===== src/design/rcc_pkg.sv =====
package rcc_pkg;

  // Map and field sizes
  localparam int MAX_WIDTH        = 256;
  localparam int MAX_HEIGHT       = 256;
  localparam int PIXEL_BITS       = 8;
  localparam int RADIUS_FRAC_BITS = 4;

  localparam int KIND_W     = 2;
  localparam int COORD_W    = 8;
  localparam int EXT_W      = 9;
  localparam int RADIUS_W   = 12;
  localparam int CFG_IDX_W  = 2;
  localparam int CFG_DATA_W = 9;

  localparam int MEM_DEPTH = MAX_WIDTH * MAX_HEIGHT;
  localparam int ADDR_W    = $clog2(MEM_DEPTH);

  // Disc arithmetic widths
  localparam int RAD_ROUND = (1 << RADIUS_FRAC_BITS) - 1;
  localparam int CEIL_W    = RADIUS_W - RADIUS_FRAC_BITS + 1;
  localparam int SPAN_W    = CEIL_W + 1;
  localparam int SQ_W      = 2 * COORD_W;
  localparam int R2_W      = 2 * RADIUS_W;
  localparam int DIST_W    = SQ_W + 1 + 2 * RADIUS_FRAC_BITS;
  localparam int CMP_W     = (DIST_W > R2_W) ? DIST_W : R2_W;

  typedef logic [KIND_W-1:0]     kind_t;
  typedef logic [COORD_W-1:0]    coord_t;
  typedef logic [EXT_W-1:0]      ext_t;
  typedef logic [PIXEL_BITS-1:0] pix_t;
  typedef logic [RADIUS_W-1:0]   radius_t;
  typedef logic [ADDR_W-1:0]     addr_t;

  // Item kinds
  localparam kind_t KIND_WRITE = KIND_W'(0);
  localparam kind_t KIND_READ  = KIND_W'(1);
  localparam kind_t KIND_CLEAR = KIND_W'(2);
  localparam kind_t KIND_NONE  = KIND_W'(3);

  // Configuration register indexes
  localparam logic [CFG_IDX_W-1:0] CFG_WIDTH  = CFG_IDX_W'(0);
  localparam logic [CFG_IDX_W-1:0] CFG_HEIGHT = CFG_IDX_W'(1);
  localparam logic [CFG_IDX_W-1:0] CFG_EMPTY  = CFG_IDX_W'(2);

  typedef enum logic [2:0] {
    ST_IDLE,
    ST_ADDR,
    ST_ACCESS,
    ST_BOX,
    ST_CHECK,
    ST_ROW,
    ST_CELL,
    ST_DONE
  } state_e;

  // Controller to datapath
  typedef struct packed {
    logic load;
    logic pix_calc;
    logic pix_access;
    logic box_calc;
    logic row_start;
    logic cell_step;
    logic out_load;
  } rcc_cmd_t;

  // Datapath to controller
  typedef struct packed {
    kind_t kind;
    logic  box_empty;
    logic  row_last;
    logic  col_last;
  } rcc_sts_t;

endpackage


===== src/design/rcc_ctrl.sv =====
module rcc_ctrl import rcc_pkg::*; (
  input  logic     clk_i,
  input  logic     rst_ni,
  input  logic     in_valid_i,
  output logic     in_ready_o,
  output logic     out_valid_o,
  input  logic     out_ready_i,
  input  rcc_sts_t sts_i,
  output rcc_cmd_t cmd_o
);

  state_e state_q, state_d;
  logic   out_valid_q, out_valid_d;
  logic   out_free;

  // Result register can take a word when empty or being drained
  assign out_free = !out_valid_q || out_ready_i;

  // Next state
  always_comb begin
    state_d = state_q;
    unique case (state_q)
      ST_IDLE: begin
        if (in_valid_i) state_d = ST_ADDR;
      end
      ST_ADDR: begin
        state_d = (sts_i.kind == KIND_CLEAR) ? ST_BOX : ST_ACCESS;
      end
      ST_ACCESS: state_d = ST_DONE;
      ST_BOX:    state_d = ST_CHECK;
      ST_CHECK: begin
        state_d = sts_i.box_empty ? ST_DONE : ST_ROW;
      end
      ST_ROW:    state_d = ST_CELL;
      ST_CELL: begin
        if (sts_i.col_last) state_d = sts_i.row_last ? ST_DONE : ST_ROW;
      end
      ST_DONE: begin
        if (out_free) state_d = ST_IDLE;
      end
      default: state_d = ST_IDLE;
    endcase
  end

  // Commands
  always_comb begin
    cmd_o = '0;
    unique case (state_q)
      ST_IDLE:   cmd_o.load       = in_valid_i;
      ST_ADDR:   cmd_o.pix_calc   = 1'b1;
      ST_ACCESS: cmd_o.pix_access = 1'b1;
      ST_BOX:    cmd_o.box_calc   = 1'b1;
      ST_CHECK:  ;
      ST_ROW:    cmd_o.row_start  = 1'b1;
      ST_CELL:   cmd_o.cell_step  = 1'b1;
      ST_DONE:   cmd_o.out_load   = out_free;
      default:   ;
    endcase
  end

  assign in_ready_o = (state_q == ST_IDLE);

  // Output valid flag
  always_comb begin
    out_valid_d = out_valid_q;
    if (out_valid_q && out_ready_i) out_valid_d = 1'b0;
    if (cmd_o.out_load) out_valid_d = 1'b1;
  end

  assign out_valid_o = out_valid_q;

  always_ff @(posedge clk_i or negedge rst_ni) begin
    if (!rst_ni) begin
      state_q     <= ST_IDLE;
      out_valid_q <= 1'b0;
    end else begin
      state_q     <= state_d;
      out_valid_q <= out_valid_d;
    end
  end

endmodule


===== config.mk =====
export PLATFORM = sky130hd
export DESIGN_NAME = rcc_ctrl
export DESIGN_NICKNAME = d
export VERILOG_FILES = /design/src/design/rcc_pkg.sv /design/src/design/rcc_ctrl.sv
export SDC_FILE = /design/constraint.sdc
export NUM_CORES = 1
export LEC_CHECK = 0
export ABC_AREA = 0
export BUFFER_PORTS_ARGS = -buffer_cell sky130_fd_sc_hd__buf_2
export CAP_MARGIN = 20
export CORE_AREA = 2 2 39 41
export DETAILED_ROUTE_END_ITERATION = 10
export DIE_AREA = 0 0 41 43
export GPL_TIMING_DRIVEN = 0
export SLEW_MARGIN = 40
export SYNTH_ARGS = -nofsm -noshare
export SYNTH_HDL_FRONTEND = slang
export SYNTH_SLANG_ARGS = --single-unit

===== constraint.sdc =====
create_clock -name clk_i -period 1.17 [get_ports clk_i]
set_input_delay 0.234 -clock clk_i [delete_from_list [all_inputs] [get_ports clk_i]]
set_output_delay 0.234 -clock clk_i [all_outputs]
set_load 0.05 [all_outputs]

Yosys cells after proc, flatten, opt, wreduce, memory -nomap -nowiden
Index checks and enable logic that the tools add are counted.
{ "totals": {"regBits": 4, "in_bits": 9, "out_inout_bits": 9, "word_cells": 35} }
{ "op_classes": {"n_eq_ne": 11, "mux": 16, "reduce_logical": 6} }
{ "ops": {"columns": ["operator", "count"], "rows": [
  ["$pmux 3 s8", 1],
  ["$eq 3x3->1 const B", 4],
  ["$mux 1", 10],
  ["$mux 3", 3],
  ["$eq 3x2->1 const B", 2],
  ["$ne 2x2->1 const B", 3],
  ["$mux 2", 2],
  ["$eq 3x1->1 const B", 1],
  ["$logic_not 3->1", 1],
  ["$reduce_and 3->1", 1],
  ["$eq 2x2->1 const B", 1],
  ["$reduce_bool 2->1", 1],
  ["$logic_and 1x1->1", 1],
  ["$logic_not 1->1", 1],
  ["$logic_or 1x1->1", 1]
]} }

Longest topological paths before layout
Gate-level depths: netlist (run 1).
{ "logic_depth": {"word_depth": 4, "ltp_mapped": 4, "ltp_nobuf": 3} }

Worst setup path after synthesis (run 1)
OpenSTA, ideal clock, no wires.
{ "synth_timing": {"path_type": "reg2out", "startpoint": "register state_q[1]", "endpoint": "output cmd_o[6] (netlist name)", "t_arrival_ns": 1.760, "t_required_ns": 0.936, "setup_slack_ns": -0.824, "path_stages_with_launch": 4, "path_cell_list": "dfrtp_1 buf_4 nor3_2 and2_1"} }
{ "synth_rtl": {"columns": ["element", "line_no", "rtl"], "rows": [
  ["from (decl)", "rcc_ctrl.sv:12", "state_e state_q, state_d;"],
  ["from (signal assigned)", "rcc_ctrl.sv:77", "state_q <= state_d;"],
  ["to (decl)", "rcc_ctrl.sv:9", "output rcc_cmd_t cmd_o"]
]} }

==> flow_metrics.env, run 1 <==
export IMPL_busiest_layer="met2"
export IMPL_drt_pre_antenna_iters=3
export IMPL_use_met2_pct=20.6
export IMPL_met3_usage_pct=5.24
export IMPL_synth_cell_type_count=23
export IMPL_grt_antenna_before_repair=0
export IMPL_start_kind="flip-flop"
export IMPL_clock_latency_ns=0.23
export IMPL_synth_area_um2=302
export IMPL_vdd_drop_max_mv=1.67
export IMPL_vias=361
export IMPL_grt_max_degree=9
export IMPL_drt_iter0_drc=5
export IMPL_fmax_mhz=689
export IMPL_worst_path_max_fanout=8
export IMPL_final_cell_mix="10 x buf_2, 7 x buf_6, 5 x buf_8, 5 x buf_4"
export IMPL_power_mw=2.04
export IMPL_grt_usage_pct=13.7
export IMPL_final_core_util_pct=46.2
export IMPL_viasPerCell=4.63
export IMPL_die_h_um=43
export IMPL_slew_headroom_pct=83.5
export IMPL_num_rows=14
export IMPL_syn_nets=43
export IMPL_area_growth_pct=112
export IMPL_synth_area_top_cells="dfrtp_1 33%, buf_4 7.5%, a211oi_1 5.0%, nand2b_4 4.6%, nor2b_4 4.6%"
export IMPL_cts_root_buf="clkbuf_4"
export IMPL_place_congestion=0.755
export IMPL_status="complete, but fails checks"
export IMPL_ioPinCount=18
export IMPL_pre_cts_ws_ns=-0.259
export IMPL_fill_cells=130
export IMPL_p_per_area_nw_per_um2=3190
export IMPL_grt_pass1_vias=377
export IMPL_synth_top_area_share_pct=33.2
export IMPL_finalMaxSlewViolations=0
export IMPL_core_area_um2=1380
export IMPL_clock_sinks=4
export IMPL_portBuffers=17
export IMPL_use_met1_pct=15.1
export IMPL_synth_warnings=0
export IMPL_hold_path_depth=3
export IMPL_rsz0062_at_grt="true"
export IMPL_grt_overflow_total=0
export IMPL_nets=72
export IMPL_fin_ws_ns=-0.282
export IMPL_min_path_type="in -> reg"
export IMPL_cts_inserted_buffers=3
export IMPL_worstRegToRegCells=5
export IMPL_route_detailed_drc=0
export IMPL_wl_um=922
export IMPL_finalHoldViolCount=0
export IMPL_period_needed_ns=1.45
export IMPL_fin_tns_setup_ns=-2.13
export IMPL_endpoint_kind="primary output"
export IMPL_dieArea_um2=1760
export IMPL_path_class="reg -> out"
export IMPL_fin_crit_sh_pct=124
export IMPL_skew_ns=0.00251
export IMPL_routedWlPerCell_um=11.8
export IMPL_violations="setup timing"
export IMPL_finalSetupViolCount=10
export IMPL_critPathArrivalTime_ns=1.22
export IMPL_cts_buffer_depth=2
export IMPL_drv_cap=0
export IMPL_synth_cells=34
export IMPL_synth_area_leader_cell="dfrtp_1"
export IMPL_p_leak_nw=0.303
export IMPL_clk_pin_slew_ns=0.04
export IMPL_worst_pin_slew_ns=0.245
export IMPL_drive_gt1_share_pct=74.2
export IMPL_avgSynthCellArea_um2=8.87
export IMPL_cts_tree="yes"
export IMPL_ys_seq_area_share_pct=33.2
export IMPL_h_tree_depth=1
export IMPL_ys_ff_latch=4
export IMPL_ant_nets=0
export IMPL_initial_core_util_pct=21.8
export IMPL_layout_commonest_cell="buf_2"
export IMPL_cp_required_ns=0.94
export IMPL_grt_pass1_wl_mm=1.62
export IMPL_die_w_um=41
export IMPL_diodes=0
[critical path, stage by stage, from the launching register on]
cell and delay [ns]:
dfrtp_1 0.36, buf_6 0.15, nor3_4 0.17, and2_4 0.17, buf_8 0.13
[per-layer routing]
| metal | share of wire [%] | routed length [um] |
|---|---|---|
| met5 | 0 | 0 |
| met4 | 2.3 | 21 |
| met3 | 5.4 | 50 |
| met2 | 57 | 523 |
| met1 | 35 | 326 |
[report_power, final]
part	internal, mW	switching [mW]	leakage, nW
logic	0.670	0.929	0.243
registers	0.210	0.0455	0.0444
clock network	0.128	0.0595	0.0150
total	1.01	1.03	0.303
[synthesized netlist by cell type, drive strengths merged]
cell    count
nor3        3
nor4        1
inv         3
nand2       2
nor2        3
nor2b       2
dfrtp       4
o32ai       1
and3        2
and2        1
nand3       1
nand2b      1
buf         4
a211oi      2
a211o       1
a31oi       2
o21ai       1
[cell families after synthesis]
family / count (synthesis) / synth area share [%]
AND/OR/NAND/NOR: 16 / 35.3
AO/OA/AOI/OAI: 7 / 16.6
buffers and inverters: 7 / 14.9
flip-flops: 4 / 33.2
[layout make-up]
class	count	area, um2	share of cell area, %
multi-input cells	23	223	34.8
repair buffers	25	218	34.1
flip-flops and latches	4	101	15.9
plain buffers	3	33.8	5.28
clock buffers	4	26.3	4.11
well taps	16	20.0	3.13
inverters	3	17.5	2.74
[registers in the layout (all words and copies together) (netlist names)]
signal       cells
state_q          3
out_valid_o      1
[final timing paths]
check                      slack [ns]         from          end
max                             -0.28   state_q[2]     cmd_o[6]
min                              0.29  out_ready_i  out_valid_o
max reg2reg                     -0.15   state_q[0]   state_q[1]
min reg2reg                      0.54  out_valid_o  out_valid_o
max in group asynchronous        0.71       rst_ni  out_valid_o
min in group asynchronous        0.33       rst_ni   state_q[2]
[repair_timing]
| item | 4_1_cts | 5_1_grt |
|---|---|---|
| setup buffers | 5 | 1 |
| hold buffers | 1 | 0 |
| pin swaps | 3 | 1 |
| endpoints found under the hold margin | 4 | 0 |
| gates resized for setup | 26 | 2 |
| cloned | 1 | 0 |
| setup endpoints to repair | 8 | 10 |
[metrics by stage]
stage                     instance area [um2]  hold slack [ns]  std cells
after global routing                      639            0.298         78
final                                     639            0.291         78
after floorplan                           360          -0.0616         34
after CTS                                 637            0.287         78
after global placement                    465           0.0409         67
after detailed placement                  465           0.0407         67
No activity file was read; power rests on OpenSTA's default activity.
==> inputs of run 2 (changes only) <==
==> constraint.sdc (replaced) <==
create_clock -name clk_i -period 1.17 [get_ports clk_i]
set_input_delay 0.234 -clock clk_i [delete_from_list [all_inputs] [get_ports clk_i]]
set_output_delay 0.234 -clock clk_i [all_outputs]
set_load 0.02 [all_outputs]
==> run 2 against run 1 <==
  * The flow still finishes with violations (setup timing)
  * Fmax is 3.9% higher
  * Critical path depth unchanged
  * Flip-flop and latch count unchanged
  * Die area unchanged
  * Largest power group unchanged
  * Highest routed layer is now met3
==> flow_metrics.env, run 2 (synthesized netlist as in run 1, its figures left out) <==
export IMPL_finalSetupViolCount=10
export IMPL_critPathArrivalTime_ns=1.16
export IMPL_num_rows=14
export IMPL_grt_overflow_total=0
export IMPL_dieArea_um2=1760
export IMPL_route_detailed_drc=0
export IMPL_min_delay_start="out_ready_i"
export IMPL_status="complete, but fails checks"
export IMPL_grt_antenna_before_repair=0
export IMPL_fmax_mhz=716
export IMPL_portBuffers=17
export IMPL_ioPinCount=18
export IMPL_top_layer="met3"
export IMPL_m1WireLength_um=333
export IMPL_r2r_start="state_q[0]"
export IMPL_nets=75
export IMPL_skew_ns=0.00344
export IMPL_endpoint_kind="primary output"
export IMPL_power_mw=1.76
export IMPL_rsz0062_at_grt="true"
export IMPL_path_class="reg -> out"
export IMPL_worst_pin_slew_ns=0.260
export IMPL_hold_path_depth=3
export IMPL_clk_pin_slew_ns=0.04
export IMPL_start_kind="flip-flop"
export IMPL_grt_usage_pct=10.2
export IMPL_largest_reg_flops=3
export IMPL_grt_max_degree=9
export IMPL_cts_tree="yes"
export IMPL_place_congestion=0.790
export IMPL_grt_pass1_vias=318
export IMPL_viasPerCell=4.40
export IMPL_worst_path_max_fanout=6
export IMPL_wl_met2_um=484
export IMPL_crit_start="state_q[0]"
export IMPL_finalMaxSlewViolations=0
export IMPL_vdd_drop_max_mv=1.63
export IMPL_finalHoldViolCount=0
export IMPL_min_path_type="in -> reg"
export IMPL_fin_ws_ns=-0.227
export IMPL_fin_crit_sh_pct=119
export IMPL_area_growth_pct=108
export IMPL_clock_latency_ns=0.23
export IMPL_period_needed_ns=1.40
export IMPL_clock_sinks=4
export IMPL_drt_iter0_drc=6
export IMPL_drv_cap=0
export IMPL_grt_pass1_wl_mm=1.22
export IMPL_drt_pre_antenna_iters=2
export IMPL_cts_inserted_buffers=3
export IMPL_ant_nets=0
export IMPL_h_tree_depth=1
export IMPL_p_leak_nw=0.311
export IMPL_die_h_um=43
export IMPL_routedWlPerCell_um=10.8
export IMPL_final_cell_mix="10 x buf_6, 10 x buf_2, 10 x buf_4, 4 x dfrtp_1, 3 x clkbuf_4"
export IMPL_diodes=0
export IMPL_p_per_area_nw_per_um2=2810
export IMPL_worstRegToRegCells=5
export IMPL_cts_buffer_depth=2
export IMPL_initial_core_util_pct=21.8
export IMPL_die_w_um=41
export IMPL_violations="setup timing"
export IMPL_drive_gt1_share_pct=76.6
export IMPL_wl_um=861
export IMPL_dr_wl_met3_um=43
export IMPL_slew_headroom_pct=82.5
export IMPL_fin_tns_setup_ns=-1.51
export IMPL_cp_required_ns=0.94
export IMPL_core_area_um2=1380
export IMPL_largest_register="state_q"
export IMPL_whs_ns=0.300
export IMPL_cts_root_buf="clkbuf_4"
export IMPL_vias=352
==> run 2: power breakdown <==
part | total (mW) | internal, mW | leakage (nW) | switching, mW
Clock | 0.165 | 0.114 | 0.0138 | 0.0508
Combinational | 1.35 | 0.683 | 0.252 | 0.669
Sequential | 0.245 | 0.207 | 0.0456 | 0.0383
==> run 2: repair_timing <==
item / CTS / global route
endpoints found under the hold margin: 4 / 0
pin swaps: 1 / 2
setup endpoints to repair: 8 / 11
buffers inserted: 7 / 5
gates resized for setup: 17 / 15
hold buffers: 1 / 0
==> run 2: final cells by class <==
cell class	instances	area, um2
fill	138	757
buffer	4	45.0
clock buffer	3	22.5
inverter	3	13.8
tap	16	20.0
multi-input combinational	23	223
timing repair buffer	27	203
sequential	4	100
==> run 2: critical path: stages (launching register included) <==
cell	delay, ns
dfrtp_1	0.36
buf_6	0.14
nor3_4	0.17
and2_4	0.16
buf_6	0.10
==> run 2: metrics by stage <==
step,worst slack [ns],utilization [%],std cells,area (um2)
2_1_floorplan,-0.107,-,34,309
3_3_place_gp,-0.128,29.9,67,414
3_5_place_dp,-0.143,29.9,67,414
4_1_cts,-0.232,40.3,78,558
5_1_grt,-0.290,45.3,80,627
6_report,-0.227,45.3,80,627
==> run 2: path summary, 6_finish.rpt <==
check / to / slack [ns]
max: cmd_o[6] / -0.23
min: out_valid_o / 0.30
max reg2reg: state_q[0] / -0.03
min reg2reg: out_valid_o / 0.54
max in group asynchronous: state_q[2] / 0.71
min in group asynchronous: state_q[0] / 0.34
==> run 2: metal layers <==
layer	track usage, %	vias to the layer above
li1	-	180
met1	12.7	164
met2	14.7	8
met3	4.71	0
met4	4.00	0
met5	0	-
==> inputs of run 3 (changes only) <==
--- a/config.mk
+++ b/config.mk
@@ -12,6 +12,7 @@
 export DETAILED_ROUTE_END_ITERATION = 10
 export DIE_AREA = 0 0 41 43
 export GPL_TIMING_DRIVEN = 0
+export SETUP_SLACK_MARGIN = 0.15
 export SLEW_MARGIN = 40
 export SYNTH_ARGS = -nofsm -noshare
 export SYNTH_HDL_FRONTEND = slang
==> constraint.sdc (replaced) <==
create_clock -name clk_i -period 1.74 [get_ports clk_i]
set_input_delay 0.348 -clock clk_i [delete_from_list [all_inputs] [get_ports clk_i]]
set_output_delay 0.348 -clock clk_i [all_outputs]
set_load 0.02 [all_outputs]
==> run 3 against run 2 <==
  * The run now ends clean
  * Setup slack improved by 0.41 ns
  * Global-route usage rose by 0.060 points
  * Count of clock-buffer cells in the layout did not move
  * Combinational power fell by 47%
  * Clock skew rose by 0.0043 ns
  * First-iteration DRC count fell by 33%
  * Die area did not move
  * Largest power group unchanged
==> flow_metrics.env, run 3 (synthesized netlist as in run 1, its figures left out) <==
export IMPL_status="complete, no violations"
export IMPL_place_congestion=0.755
export IMPL_route_detailed_drc=0
export IMPL_grt_overflow_total=0
export IMPL_fmax_mhz=643
export IMPL_stdcell_area_um2=539
export IMPL_num_rows=14
export IMPL_min_path_type="in -> reg"
export IMPL_worst_pin_slew_ns=0.235
export IMPL_grt_pass1_wl_mm=1.16
export IMPL_grt_antenna_before_repair=0
export IMPL_grt_pass1_vias=297
export IMPL_die_w_um=41
export IMPL_period_needed_ns=1.55
export IMPL_h_tree_depth=1
export IMPL_portBuffers=17
export IMPL_start_kind="flip-flop"
export IMPL_place_area_um2=407
export IMPL_clock_latency_ns=0.25
export IMPL_drt_iter0_drc=4
export IMPL_rsz0062_at_grt="true"
export IMPL_vias=357
export IMPL_fin_crit_sh_pct=89.3
export IMPL_initial_core_util_pct=21.8
export IMPL_ant_nets=0
export IMPL_core_area_um2=1380
export IMPL_cts_root_buf="clkbuf_4"
export IMPL_vdd_drop_max_mv=0.491
export IMPL_critPathArrivalTime_ns=1.21
export IMPL_clock_sinks=4
export IMPL_cp_required_ns=1.39
export IMPL_drive_gt1_share_pct=66.1
export IMPL_wl_met2_um=382
export IMPL_diodes=0
export IMPL_largest_register="state_q"
export IMPL_layout_commonest_cell="buf_2"
export IMPL_finalMaxSlewViolations=0
export IMPL_drt_pre_antenna_iters=4
export IMPL_p_leak_nw=0.286
export IMPL_p_per_area_nw_per_um2=1880
export IMPL_viasPerCell=4.58
export IMPL_slew_headroom_pct=84.2
export IMPL_finalHoldViolCount=0
export IMPL_cts_buffer_depth=2
export IMPL_area_growth_pct=78.8
export IMPL_routedWlPerCell_um=10.2
export IMPL_grt_max_degree=11
export IMPL_die_h_um=43
export IMPL_skew_ns=0.00777
export IMPL_drv_cap=0
export IMPL_worstRegToRegCells=5
export IMPL_fin_tns_setup_ns=0
export IMPL_cts_inserted_buffers=3
export IMPL_largest_reg_flops=3
export IMPL_grt_usage_pct=10.3
export IMPL_clk_pin_slew_ns=0.04
export IMPL_hold_path_depth=3
export IMPL_final_cell_mix="15 x buf_2, 7 x buf_4, 6 x buf_6, 4 x dfrtp_1, 3 x clkbuf_4"
export IMPL_finalSetupViolCount=0
export IMPL_cts_tree="yes"
export IMPL_wl_um=795
export IMPL_dr_wl_met3_um=64
export IMPL_m1WireLength_um=328
export IMPL_worst_path_max_fanout=4
export IMPL_power_mw=1.01
export IMPL_dieArea_um2=1760
export IMPL_hpwl_um=523
export IMPL_endpoint_kind="primary output"
export IMPL_path_class="reg -> out"
export IMPL_top_layer="met4"
export IMPL_ioPinCount=18
export IMPL_nets=73
run 3: cell count changes in the layout (fill, tap and decap cells not counted), sizes merged:
cell,previous run,this run
buf,30,28
run 3: metal layers:
layer  track usage (%)  vias to the layer above
li1                  -                      175
met3              4.71                        2
met4              8.00                        0
met1              12.3                      168
met5                 0                        -
met2              13.4                       12
run 3: path summary, 6_finish.rpt:
check,from,slack (ns),end
worst max-delay path,state_q[1],0.19,cmd_o[3]
worst min register to register,out_valid_o,0.53,out_valid_o
min in group asynchronous,rst_ni,0.43,state_q[0]
worst min-delay path,out_ready_i,0.40,out_valid_o
worst max register to register,state_q[0],0.49,state_q[1]
max in group asynchronous,rst_ni,1.17,out_valid_o
run 3: critical path, stage by stage (launching register included):
cell	delay [ns]
dfrtp_1	0.39
buf_6	0.14
buf_4	0.13
and3_2	0.17
buf_6	0.13
run 3: layout make-up:
cell class	count	area, um2
plain buffers	4	41.3
well taps	16	20.0
multi-input cells	23	180
repair buffers	25	164
inverters	3	11.3
flip-flops and latches	4	100
clock buffers	3	22.5
fillers	145	845
run 3: what timing repair did:
action,CTS,global route
setup buffers,2,4
resized for setup,6,8
hold buffers,1,0
endpoints found under the hold margin,4,0
pin swaps,0,2
gates cloned,0,1
setup endpoints to repair,2,4
run 3: metrics by stage:
step,setup WS [ns],utilization [%],hold WS (ns),cells
5_1_grt,0.128,39.0,0.432,78
6_report,0.185,39.0,0.397,78
3_5_place_dp,0.316,29.4,0.163,67
3_3_place_gp,0.314,29.4,0.159,67
2_1_floorplan,0.202,-,0.0524,34
4_1_cts,0.143,34.3,0.406,73
run 3: power breakdown:
group,leakage (nW),internal (mW),switching [mW]
Clock,0.0138,0.0777,0.0466
Sequential,0.0456,0.139,0.0294
Combinational,0.227,0.350,0.369
